--- config.mk ---
export PLATFORM = sky130hd
export DESIGN_NAME = rgb_to_hsv_convert
export DESIGN_NICKNAME = d
export VERILOG_FILES = /design/src/rtl/rhc_pkg.sv /design/src/rtl/rhc_div_pipe.sv /design/src/rtl/rgb_to_hsv_convert.sv
export SDC_FILE = /design/constraint.sdc
export NUM_CORES = 1
export LEC_CHECK = 0
export BUFFER_PORTS_ARGS = -buffer_cell sky130_fd_sc_hd__buf_4
export CORE_MARGIN = 3
export CORE_UTILIZATION = 48
export CTS_CLUSTER_DIAMETER = 60
export DETAILED_ROUTE_END_ITERATION = 12
export SYNTH_ARGS = -nofsm -noshare
export SYNTH_HDL_FRONTEND = slang
export SYNTH_SLANG_ARGS = --single-unit
--- constraint.sdc ---
create_clock -name clk -period 6.3 [get_ports clk]
set_input_delay 0 -clock clk [delete_from_list [all_inputs] [get_ports clk]]
set_output_delay 0 -clock clk [all_outputs]
set_load 0.05 [all_outputs]
--- src/rtl/rhc_pkg.sv ---
`default_nettype none

package rhc_pkg;

	// channel and result widths
	localparam int CH_W      = 8;
	localparam int HUE_W     = 10;
	localparam int IN_DATA_W = 24;   // red, green, blue
	localparam int OUT_DATA_W = 32;  // hue, sat, val, zero pad

	// divider sizing: quotients of both divisions fit in 8 bits
	localparam int SAT_NUM_W = 17;   // 510*delta + max <= 130305
	localparam int HUE_NUM_W = 15;   // 120*num + delta <= 30855
	localparam int DEN_W     = 9;    // 2*max or 2*delta <= 510
	localparam int QUO_W     = 8;
	localparam int TAG_W     = 9;

	// hue sector offsets in degrees
	localparam logic [8:0] HUE_OFF_0   = 9'd0;
	localparam logic [8:0] HUE_OFF_60  = 9'd60;
	localparam logic [8:0] HUE_OFF_120 = 9'd120;
	localparam logic [8:0] HUE_OFF_180 = 9'd180;
	localparam logic [8:0] HUE_OFF_240 = 9'd240;
	localparam logic [8:0] HUE_OFF_300 = 9'd300;
	localparam logic [9:0] HUE_FULL    = 10'd360;
	localparam logic [9:0] HUE_NONE    = 10'h3FF;  // -1, achromatic

endpackage

`default_nettype wire

--- src/rtl/rhc_div_pipe.sv ---
`default_nettype none

// Pipelined restoring divider, one quotient bit per stage.
// The caller guarantees num < den * 2**QUO_W. A tag rides along unchanged.
module rhc_div_pipe #(
	parameter int NUM_W = rhc_pkg::SAT_NUM_W,
	parameter int DEN_W = rhc_pkg::DEN_W,
	parameter int QUO_W = rhc_pkg::QUO_W,
	parameter int TAG_W = rhc_pkg::TAG_W
) (
	input  wire logic             clk,
	input  wire logic [QUO_W-1:0] en,
	input  wire logic [NUM_W-1:0] num,
	input  wire logic [DEN_W-1:0] den,
	input  wire logic [TAG_W-1:0] tag_in,
	output logic      [QUO_W-1:0] quo,
	output logic      [TAG_W-1:0] tag_out
);
	import rhc_pkg::*;

	localparam int CW = (NUM_W > DEN_W + QUO_W) ? NUM_W : DEN_W + QUO_W;

	logic [NUM_W-1:0] rem_s [QUO_W];
	logic [DEN_W-1:0] den_s [QUO_W];
	logic [QUO_W-1:0] quo_s [QUO_W];
	logic [TAG_W-1:0] tag_s [QUO_W];

	genvar k;
	generate
		for (k = 0; k < QUO_W; k++) begin : g_stg
			logic [NUM_W-1:0] rem_src;
			logic [DEN_W-1:0] den_src;
			logic [QUO_W-1:0] quo_src;
			logic [TAG_W-1:0] tag_src;
			logic [CW-1:0]    rem_ext;
			logic [CW-1:0]    trial;
			logic [CW-1:0]    diff;
			logic             take;

			if (k == 0) begin : g_first
				assign rem_src = num;
				assign den_src = den;
				assign quo_src = '0;
				assign tag_src = tag_in;
			end else begin : g_next
				assign rem_src = rem_s[k-1];
				assign den_src = den_s[k-1];
				assign quo_src = quo_s[k-1];
				assign tag_src = tag_s[k-1];
			end

			assign rem_ext = CW'(rem_src);
			assign trial   = CW'(den_src) << (QUO_W - 1 - k);
			assign diff    = rem_ext - trial;
			assign take    = (rem_ext >= trial);

			always_ff @(posedge clk) begin
				if (en[k]) begin
					quo_s[k] <= quo_src | (QUO_W'(take) << (QUO_W - 1 - k));
					tag_s[k] <= tag_src;
				end
			end

			// remainder and divisor are not needed after the last bit
			if (k < QUO_W - 1) begin : g_rem
				always_ff @(posedge clk) begin
					if (en[k]) begin
						rem_s[k] <= take ? diff[NUM_W-1:0] : rem_src;
						den_s[k] <= den_src;
					end
				end
			end
		end
	endgenerate

	assign quo     = quo_s[QUO_W-1];
	assign tag_out = tag_s[QUO_W-1];

endmodule

`default_nettype wire

--- src/rtl/rgb_to_hsv_convert.sv ---
`default_nettype none

// RGB to HSV converter for 8-bit pixels. One pixel request enters on the
// s_ side and one HSV result leaves on the m_ side, in order. The block takes
// a new pixel every clock cycle unless a stalled output has filled the whole
// pipeline. It has twelve register stages: the accepting edge loads the first
// one; the result sits in the last, the output register. They are the two
// 8-stage restoring dividers (one quotient bit per stage) that form saturation
// and hue, plus three stages ahead of them (max/min, sector select, numerator
// build) and one after them (hue offset, wrap and achromatic override).
// Each stage stalls only when it is full and the stage after it cannot move,
// so bubbles are squeezed out and a stalled output does not block accepting
// new pixels until the whole pipeline is full. Value is the largest channel;
// saturation is round(255*delta/max); hue is 0..359 or -1 for gray or black.
module rgb_to_hsv_convert (
	input  wire logic                             clk,
	input  wire logic                             arst_n,
	input  wire logic                             s_tvalid,
	output logic                                  s_tready,
	// [7:0] red_in, [15:8] green_in, [23:16] blue_in
	input  wire logic [rhc_pkg::IN_DATA_W-1:0]    s_tdata,
	output logic                                  m_tvalid,
	input  wire logic                             m_tready,
	// [9:0] hue_out (signed), [17:10] sat_out, [25:18] val_out, [31:26] zero
	output logic      [rhc_pkg::OUT_DATA_W-1:0]   m_tdata
);
	import rhc_pkg::*;

	localparam int NSTG = QUO_W + 4;

	// largest channel select; ties go to red, then green
	localparam logic [1:0] SEL_RED   = 2'd0;
	localparam logic [1:0] SEL_GREEN = 2'd1;
	localparam logic [1:0] SEL_BLUE  = 2'd2;

	// ---------------------------------------------------------------
	// Valid chain and per-stage enables
	// ---------------------------------------------------------------
	logic [NSTG-1:0] vld_s;
	logic [NSTG-1:0] en;

	always_comb begin
		en[NSTG-1] = !vld_s[NSTG-1] || m_tready;
		for (int i = NSTG - 2; i >= 0; i--) begin
			en[i] = !vld_s[i] || en[i+1];
		end
	end

	always_ff @(posedge clk or negedge arst_n) begin
		if (!arst_n) begin
			vld_s <= '0;
		end else begin
			if (en[0]) begin
				vld_s[0] <= s_tvalid;
			end
			for (int i = 1; i < NSTG; i++) begin
				if (en[i]) begin
					vld_s[i] <= vld_s[i-1];
				end
			end
		end
	end

	assign s_tready = en[0];
	assign m_tvalid = vld_s[NSTG-1];

	// ---------------------------------------------------------------
	// Stage 1: max, min and which channel is largest
	// ---------------------------------------------------------------
	logic [CH_W-1:0] red, green, blue;
	logic [CH_W-1:0] max_c, min_c;
	logic [1:0]      sel_c;

	assign red   = s_tdata[CH_W-1:0];
	assign green = s_tdata[2*CH_W-1:CH_W];
	assign blue  = s_tdata[3*CH_W-1:2*CH_W];

	always_comb begin
		max_c = red;
		sel_c = SEL_RED;
		if (green > max_c) begin
			max_c = green;
			sel_c = SEL_GREEN;
		end
		if (blue > max_c) begin
			max_c = blue;
			sel_c = SEL_BLUE;
		end
		min_c = red;
		if (green < min_c) min_c = green;
		if (blue < min_c) min_c = blue;
	end

	logic [CH_W-1:0] red_s1, green_s1, blue_s1, max_s1, min_s1;
	logic [1:0]      sel_s1;

	always_ff @(posedge clk) begin
		if (en[0]) begin
			red_s1   <= red;
			green_s1 <= green;
			blue_s1  <= blue;
			max_s1   <= max_c;
			min_s1   <= min_c;
			sel_s1   <= sel_c;
		end
	end

	// ---------------------------------------------------------------
	// Stage 2: delta, half-sector numerator and hue offset
	// ---------------------------------------------------------------
	logic [CH_W-1:0] delta_c;
	logic [CH_W:0]   diff_c;     // signed channel difference, 9 bits
	logic            pos_c;      // first half of the sector
	logic [CH_W:0]   num_wide_c;
	logic [8:0]      off_c;

	assign delta_c = max_s1 - min_s1;

	always_comb begin
		case (sel_s1)
			SEL_RED: begin
				diff_c = {1'b0, green_s1} - {1'b0, blue_s1};
				pos_c  = (green_s1 >= blue_s1);
				off_c  = pos_c ? HUE_OFF_0 : HUE_OFF_300;
			end
			SEL_GREEN: begin
				diff_c = {1'b0, blue_s1} - {1'b0, red_s1};
				pos_c  = (blue_s1 > red_s1);
				off_c  = pos_c ? HUE_OFF_120 : HUE_OFF_60;
			end
			SEL_BLUE: begin
				diff_c = {1'b0, red_s1} - {1'b0, green_s1};
				pos_c  = (red_s1 > green_s1);
				off_c  = pos_c ? HUE_OFF_240 : HUE_OFF_180;
			end
			default: begin
				diff_c = '0;
				pos_c  = 1'b1;
				off_c  = HUE_OFF_0;
			end
		endcase
		// second half of a sector counts up from the far edge
		num_wide_c = pos_c ? diff_c : diff_c + {1'b0, delta_c};
	end

	logic [CH_W-1:0] delta_s2, num_s2, max_s2;
	logic [8:0]      off_s2;

	always_ff @(posedge clk) begin
		if (en[1]) begin
			delta_s2 <= delta_c;
			num_s2   <= num_wide_c[CH_W-1:0];
			max_s2   <= max_s1;
			off_s2   <= off_c;
		end
	end

	// ---------------------------------------------------------------
	// Stage 3: dividends and divisors, constants by shift and add
	// ---------------------------------------------------------------
	logic [SAT_NUM_W-1:0] sat_num_s3;
	logic [DEN_W-1:0]     sat_den_s3;
	logic [HUE_NUM_W-1:0] hue_num_s3;
	logic [DEN_W-1:0]     hue_den_s3;
	logic [TAG_W-1:0]     sat_tag_s3;
	logic [TAG_W-1:0]     hue_tag_s3;

	always_ff @(posedge clk) begin
		if (en[2]) begin
			// 510*delta + max = 512*delta - 2*delta + max
			sat_num_s3 <= {delta_s2, 9'b0} - {8'b0, delta_s2, 1'b0} + {9'b0, max_s2};
			sat_den_s3 <= {max_s2, 1'b0};
			// 120*num + delta = 128*num - 8*num + delta
			hue_num_s3 <= {num_s2, 7'b0} - {4'b0, num_s2, 3'b0} + {7'b0, delta_s2};
			hue_den_s3 <= {delta_s2, 1'b0};
			// gray or black when delta is zero
			sat_tag_s3 <= {(delta_s2 == '0), max_s2};
			hue_tag_s3 <= off_s2;
		end
	end

	// ---------------------------------------------------------------
	// Stages 4..11: saturation and hue dividers side by side
	// ---------------------------------------------------------------
	logic [QUO_W-1:0] sat_quo, hue_quo;
	logic [TAG_W-1:0] sat_tag, hue_tag;

	rhc_div_pipe #(
		.NUM_W (SAT_NUM_W),
		.DEN_W (DEN_W),
		.QUO_W (QUO_W),
		.TAG_W (TAG_W)
	) u_sat_div (
		.clk     (clk),
		.en      (en[3 +: QUO_W]),
		.num     (sat_num_s3),
		.den     (sat_den_s3),
		.tag_in  (sat_tag_s3),
		.quo     (sat_quo),
		.tag_out (sat_tag)
	);

	rhc_div_pipe #(
		.NUM_W (HUE_NUM_W),
		.DEN_W (DEN_W),
		.QUO_W (QUO_W),
		.TAG_W (TAG_W)
	) u_hue_div (
		.clk     (clk),
		.en      (en[3 +: QUO_W]),
		.num     (hue_num_s3),
		.den     (hue_den_s3),
		.tag_in  (hue_tag_s3),
		.quo     (hue_quo),
		.tag_out (hue_tag)
	);

	// ---------------------------------------------------------------
	// Stage 12: hue offset, wrap at 360, achromatic override
	// ---------------------------------------------------------------
	logic            achrom;
	logic [HUE_W-1:0] hue_sum, hue_wrap;

	assign achrom   = sat_tag[TAG_W-1];
	assign hue_sum  = {1'b0, hue_tag} + {2'b0, hue_quo};
	assign hue_wrap = (hue_sum >= HUE_FULL) ? hue_sum - HUE_FULL : hue_sum;

	logic [HUE_W-1:0] hue_s12;
	logic [CH_W-1:0]  sat_s12, val_s12;

	always_ff @(posedge clk) begin
		if (en[NSTG-1]) begin
			hue_s12 <= achrom ? HUE_NONE : hue_wrap;
			sat_s12 <= achrom ? '0 : sat_quo;
			val_s12 <= sat_tag[CH_W-1:0];
		end
	end

	assign m_tdata = {(OUT_DATA_W - HUE_W - 2*CH_W)'(0), val_s12, sat_s12, hue_s12};

	// ---------------------------------------------------------------
	// Assertions
	// ---------------------------------------------------------------
	a_achrom_match: assert property (@(posedge clk) disable iff (!arst_n)
		m_tvalid |-> ((sat_s12 == '0) == (hue_s12 == HUE_NONE)))
		else $error("saturation and achromatic hue disagree");

	a_hue_range: assert property (@(posedge clk) disable iff (!arst_n)
		m_tvalid |-> (hue_s12 == HUE_NONE || hue_s12 < HUE_FULL))
		else $error("hue out of range");

	a_stall_cause: assert property (@(posedge clk) disable iff (!arst_n)
		!s_tready |-> (m_tvalid && !m_tready && (&vld_s)))
		else $error("input stalled with room in pipeline");

endmodule

`default_nettype wire
==> flow_metrics.py <==
metrics = {
    "finish": {
        "final_core_utilization_pct": 54.9,
        "nets": 2845,
        "filler_cell_count": 5282,
        "drive_above_1_share_pct": 10.9,
        "area_delta_synth_final_pct": 13.0,
        "postLayoutCellArea_sq_um": 35400,
    },
    "worst_setup_path": {
        "worst-endpoint-arrival_ps": 4320,
        "crit_path_end_kind": "flip-flop",
        "critical-path-max-stage-delay_ps": 530,
        "critical_path_peak_fanout": 15,
        "setup.worst_path.class": "in2reg",
        "cp.required_ps": 6630,
        "crit_path_top_delay_cell": "dlygate4sd3_1",
        "critPathLaunchType": "input port",
        "timing.critical_path.buf_inv": 4,
        "worstPathCellList": "dlygate4sd3_1 -> buf_4 -> inv_1 -> ha_1 -> and3_1 -> a21bo_1 -> and2_4 -> a41oi_4 -> mux2i_1 -> ha_1 -> nor2b_1 -> o21a_1 -> o21a_1 -> o21ai_0 -> a21oi_1 -> o31ai_1 -> buf_4 -> mux2_2",
        "path_delay_family": "compound AO/OA/AOI/OAI gates",
    },
    "min_path": {
        "min_delay_path_class": "in2reg",
    },
    "logic_synthesis": {
        "synth_edf_count": 611,
        "synth_area_per_cell_sq_um": 12.9,
        "post_synth_instance_area_sq_um": 31300,
        "syn_inst": 2421,
        "synth_top_area_share_pct": 58.6,
        "synth.top_cells.by_area": "edfxtp_1 (59%), ha_1 (9.1%), inv_1 (3.4%), xnor2_1 (2.3%), mux2_2 (1.9%)",
        "synth.ff_latch_count": 623,
        "post_synth_arst_share_pct": 1.93,
        "ys_dominant_reg_cell": "edfxtp_1",
        "synthesis.yosys.warnings": 0,
        "ys_seq_area_share_pct": 59.6,
        "synth_top_area_cell": "edfxtp_1",
        "synth.distinct_cells": 92,
    },
    "cts": {
        "cts_buffer_depth": 3,
        "clock_tree.root_cell": "clkbuf_16",
        "cts.repair_timing.setup_buffer_count": 0,
        "tritoncts_clock_tree": "yes",
        "cts.reportedPaths.clkPinSlew_ps": 60,
        "clk-insertion-delay-late_ps": 590,
        "numCtsBuffers": 70,
        "cts_repair_resize_count": 0,
        "cts_num_sinks": 623,
        "clock_tree.htree_level_count": 3,
    },
    "timing": {
        "final.setup.tns_ps": 0,
        "tightest_slew_ps": 1070,
        "rsz0062_at_grt": "no",
        "post-route-worst-setup-slack_ps": 2310,
        "share_of_the_clock_period_used_by_the_worst_path_pct": 63.3,
        "hold_slack_ps": 26.5,
        "final_max_slew_viol_count": 0,
        "finalSetupViolCount": 0,
        "finClkSkew_ps": 24.2,
        "endpoints_failing_hold": 0,
        "maxClockFrequency_mhz": 251,
        "max-slew-margin-rel_pct": 28.3,
        "final.min_clock_period_ps": 3990,
    },
    "die": {
        "floorplan.die_area_sq_um": 68300,
        "chipHeight_microns": 261,
        "chipWidth_microns": 261,
        "core_area_sq_um": 64500,
        "pin_count": 62,
        "start_util_pct": 48.6,
        "std_cell_rows": 93,
    },
    "routing": {
        "count_of_nets_left_with_antenna_violations_after_detail_routing": 0,
        "drt_pass1_iterations": 5,
        "detail_route.iter0.violations": 1128,
        "drt_wl_total_microns": 57500,
        "num_vias": 18400,
        "avgRoutedWirePerCell_microns": 16.5,
        "detail_routed_via_count_per_cell": 5.28,
        "drc": 0,
    },
    "global_route": {
        "maximum_number_of_pins_on_one_net_before_global_route_repair": 67,
        "grt_overflow": 0,
        "antenna_found_initial": 1,
        "first_global_vias": 18600,
        "grt_pass1_wl_microns": 94100,
        "grt_usage_pct": 17.2,
    },
    "pwr": {
        "peakVddDrop_mv": 0.239,
        "power_leakage_nw": 14.2,
        "power_density_nw_per_um2": 595,
    },
    "placement": {
        "post-place-ws_ps": 2240,
        "gp_congestion": 0.913,
        "place.port_buffers": 55,
        "postPlaceCellArea_sq_um": 32800,
        "place_hpwl_microns": 43900,
    },
    "outcome": {
        "outcome": "completed",
    },
    "flow_run": {
        "max_cap_violations": 0,
    },
}
-- state kept, by name, indices dropped and copies added, names as in the netlist, 8 cells and up --
signal	flops
u_sat_div.tag_s	69
num_s2	8
green_s1	8
u_sat_div.quo_s	36
min_s1	8
sat_s12	8
u_hue_div.rem_s	105
sat_tag_s3	8
vld_s	12
hue_s12	10
red_s1	8
delta_s2	8
max_s1	8
u_hue_div.tag_s	56
u_sat_div.rem_s	115
u_hue_div.quo_s	36
sat_num_s3	17
u_hue_div.den_s	42
hue_num_s3	15
val_s12	8
max_s2	8
blue_s1	8
-- area by class of cell --
cell class	count	area [sq um]	area share (%)
multi-input cells	1498	11500	32.5
inverters	282	1060	2.99
diodes	1	2.50	0.00707
clock inverters	40	428	1.21
clock buffers	88	1890	5.35
repair buffers	94	773	2.19
flip-flops and latches	623	18600	52.7
well taps	855	1070	3.02
-- timing repair --
action	in CTS	in global routing
hold buffers	27	0
endpoints found under the hold margin	53	0
setup endpoints to repair	0	0
-- placed cells by master, fill, tap and decap left out, drive strengths merged, types with 52 or more instances in the layout --
| master | synthesis | final |
|---|---|---|
| xnor2 | 83 | 83 |
| nor3 | 52 | 52 |
| nor2 | 152 | 152 |
| nor2b | 52 | 52 |
| inv | 282 | 285 |
| a21oi | 107 | 107 |
| o21ai | 122 | 122 |
| edfxtp | 611 | 611 |
| buf | 15 | 67 |
| mux2 | 63 | 63 |
| ha | 227 | 227 |
| nand2 | 110 | 110 |
| clkbuf | 8 | 88 |
-- kinds of logic (layout without fill, tap and decap cells) --
| logic type | Yosys count | after routing | share of synthesized area [%] |
|---|---|---|---|
| flops | 623 | 623 | 59.6 |
| simple gates | 551 | 551 | 9.08 |
| compound gates | 452 | 452 | 9.61 |
| buf+inv | 305 | 504 | 3.80 |
| fa+ha+maj | 248 | 248 | 10.4 |
| xor+xnor | 133 | 133 | 3.72 |
| mux | 108 | 108 | 3.80 |
| other cells | 1 | 7 | 0.0120 |
-- power breakdown --
| part | switching [mW] | internal [mW] | total, mW | leakage (nW) |
|---|---|---|---|---|
| combinational | 4.83 | 3.98 | 8.82 | 6.72 |
| clock | 1.58 | 2.47 | 4.05 | 1.14 |
| sequential | 0.965 | 7.23 | 8.19 | 6.39 |
-- through the flow --
stage                     power, mW  instances
final                          21.1       3481
after global routing           22.8       3480
after CTS                      21.2       3480
after detailed placement       17.0       3325
after global placement         16.7       3325
after floorplan                14.9       2426
-- synthesized netlist by cell type, drive strengths merged (6+ instances only) --
library cell	number
nor4	28
edfxtp	611
fa	21
nor2	152
nor3	52
clkbuf	8
a2111oi	7
and2	6
a21o	41
inv	282
a21oi	107
dfrtp	12
o211ai	9
xor2	50
nand3b	7
o21ai	122
nand3	24
a211oi	18
o31ai	14
o21a	39
a21boi	25
a211o	8
nor2b	52
mux2	63
xnor2	83
mux2i	45
or3	13
nand4	25
or2	9
ha	227
and3	9
o31a	8
nand2	110
nand2b	36
o21bai	7
buf	15
nor4b	10
-- worst paths after layout --
check / from / end / slack (ps) / cells after the start
max: s_tdata[7] / max_s1[0] / 2310 / 18
min: m_tready / vld_s[11] / 30 / 4
max reg2reg: red_s1[0] / num_s2[7] / 2670 / 16
min reg2reg: u_sat_div.tag_s[0][17] / u_sat_div.tag_s[0][26] / 410 / 0
max in group asynchronous: arst_n / vld_s[2] / 5310 / 3
min in group asynchronous: arst_n / vld_s[11] / 530 / 3
-- routing by layer --
layer | track usage (%) | share of wire, % | vias up
met5 | 0 | 0 | -
met4 | 7.02 | 3.4 | 0
met3 | 2.64 | 3.3 | 128
met2 | 32.5 | 53 | 321
met1 | 19.1 | 40 | 8758
li1 | - | - | 9189
-- worst register-to-register path, stage by stage (launching register included) --
cell      delay, ps
edfxtp_1        410
inv_1            80
ha_1            140
inv_1            60
fa_1            420
a21o_1          180
a211oi_1        240
nor2_1           80
a21oi_1         170
a21oi_1         120
ha_1            380
nand2_1          70
o21ai_0         240
nor4_1          110
or4_1           480
nand4_1         120
xor2_1           70
Note: power is estimated with default switching activity, not from simulation.
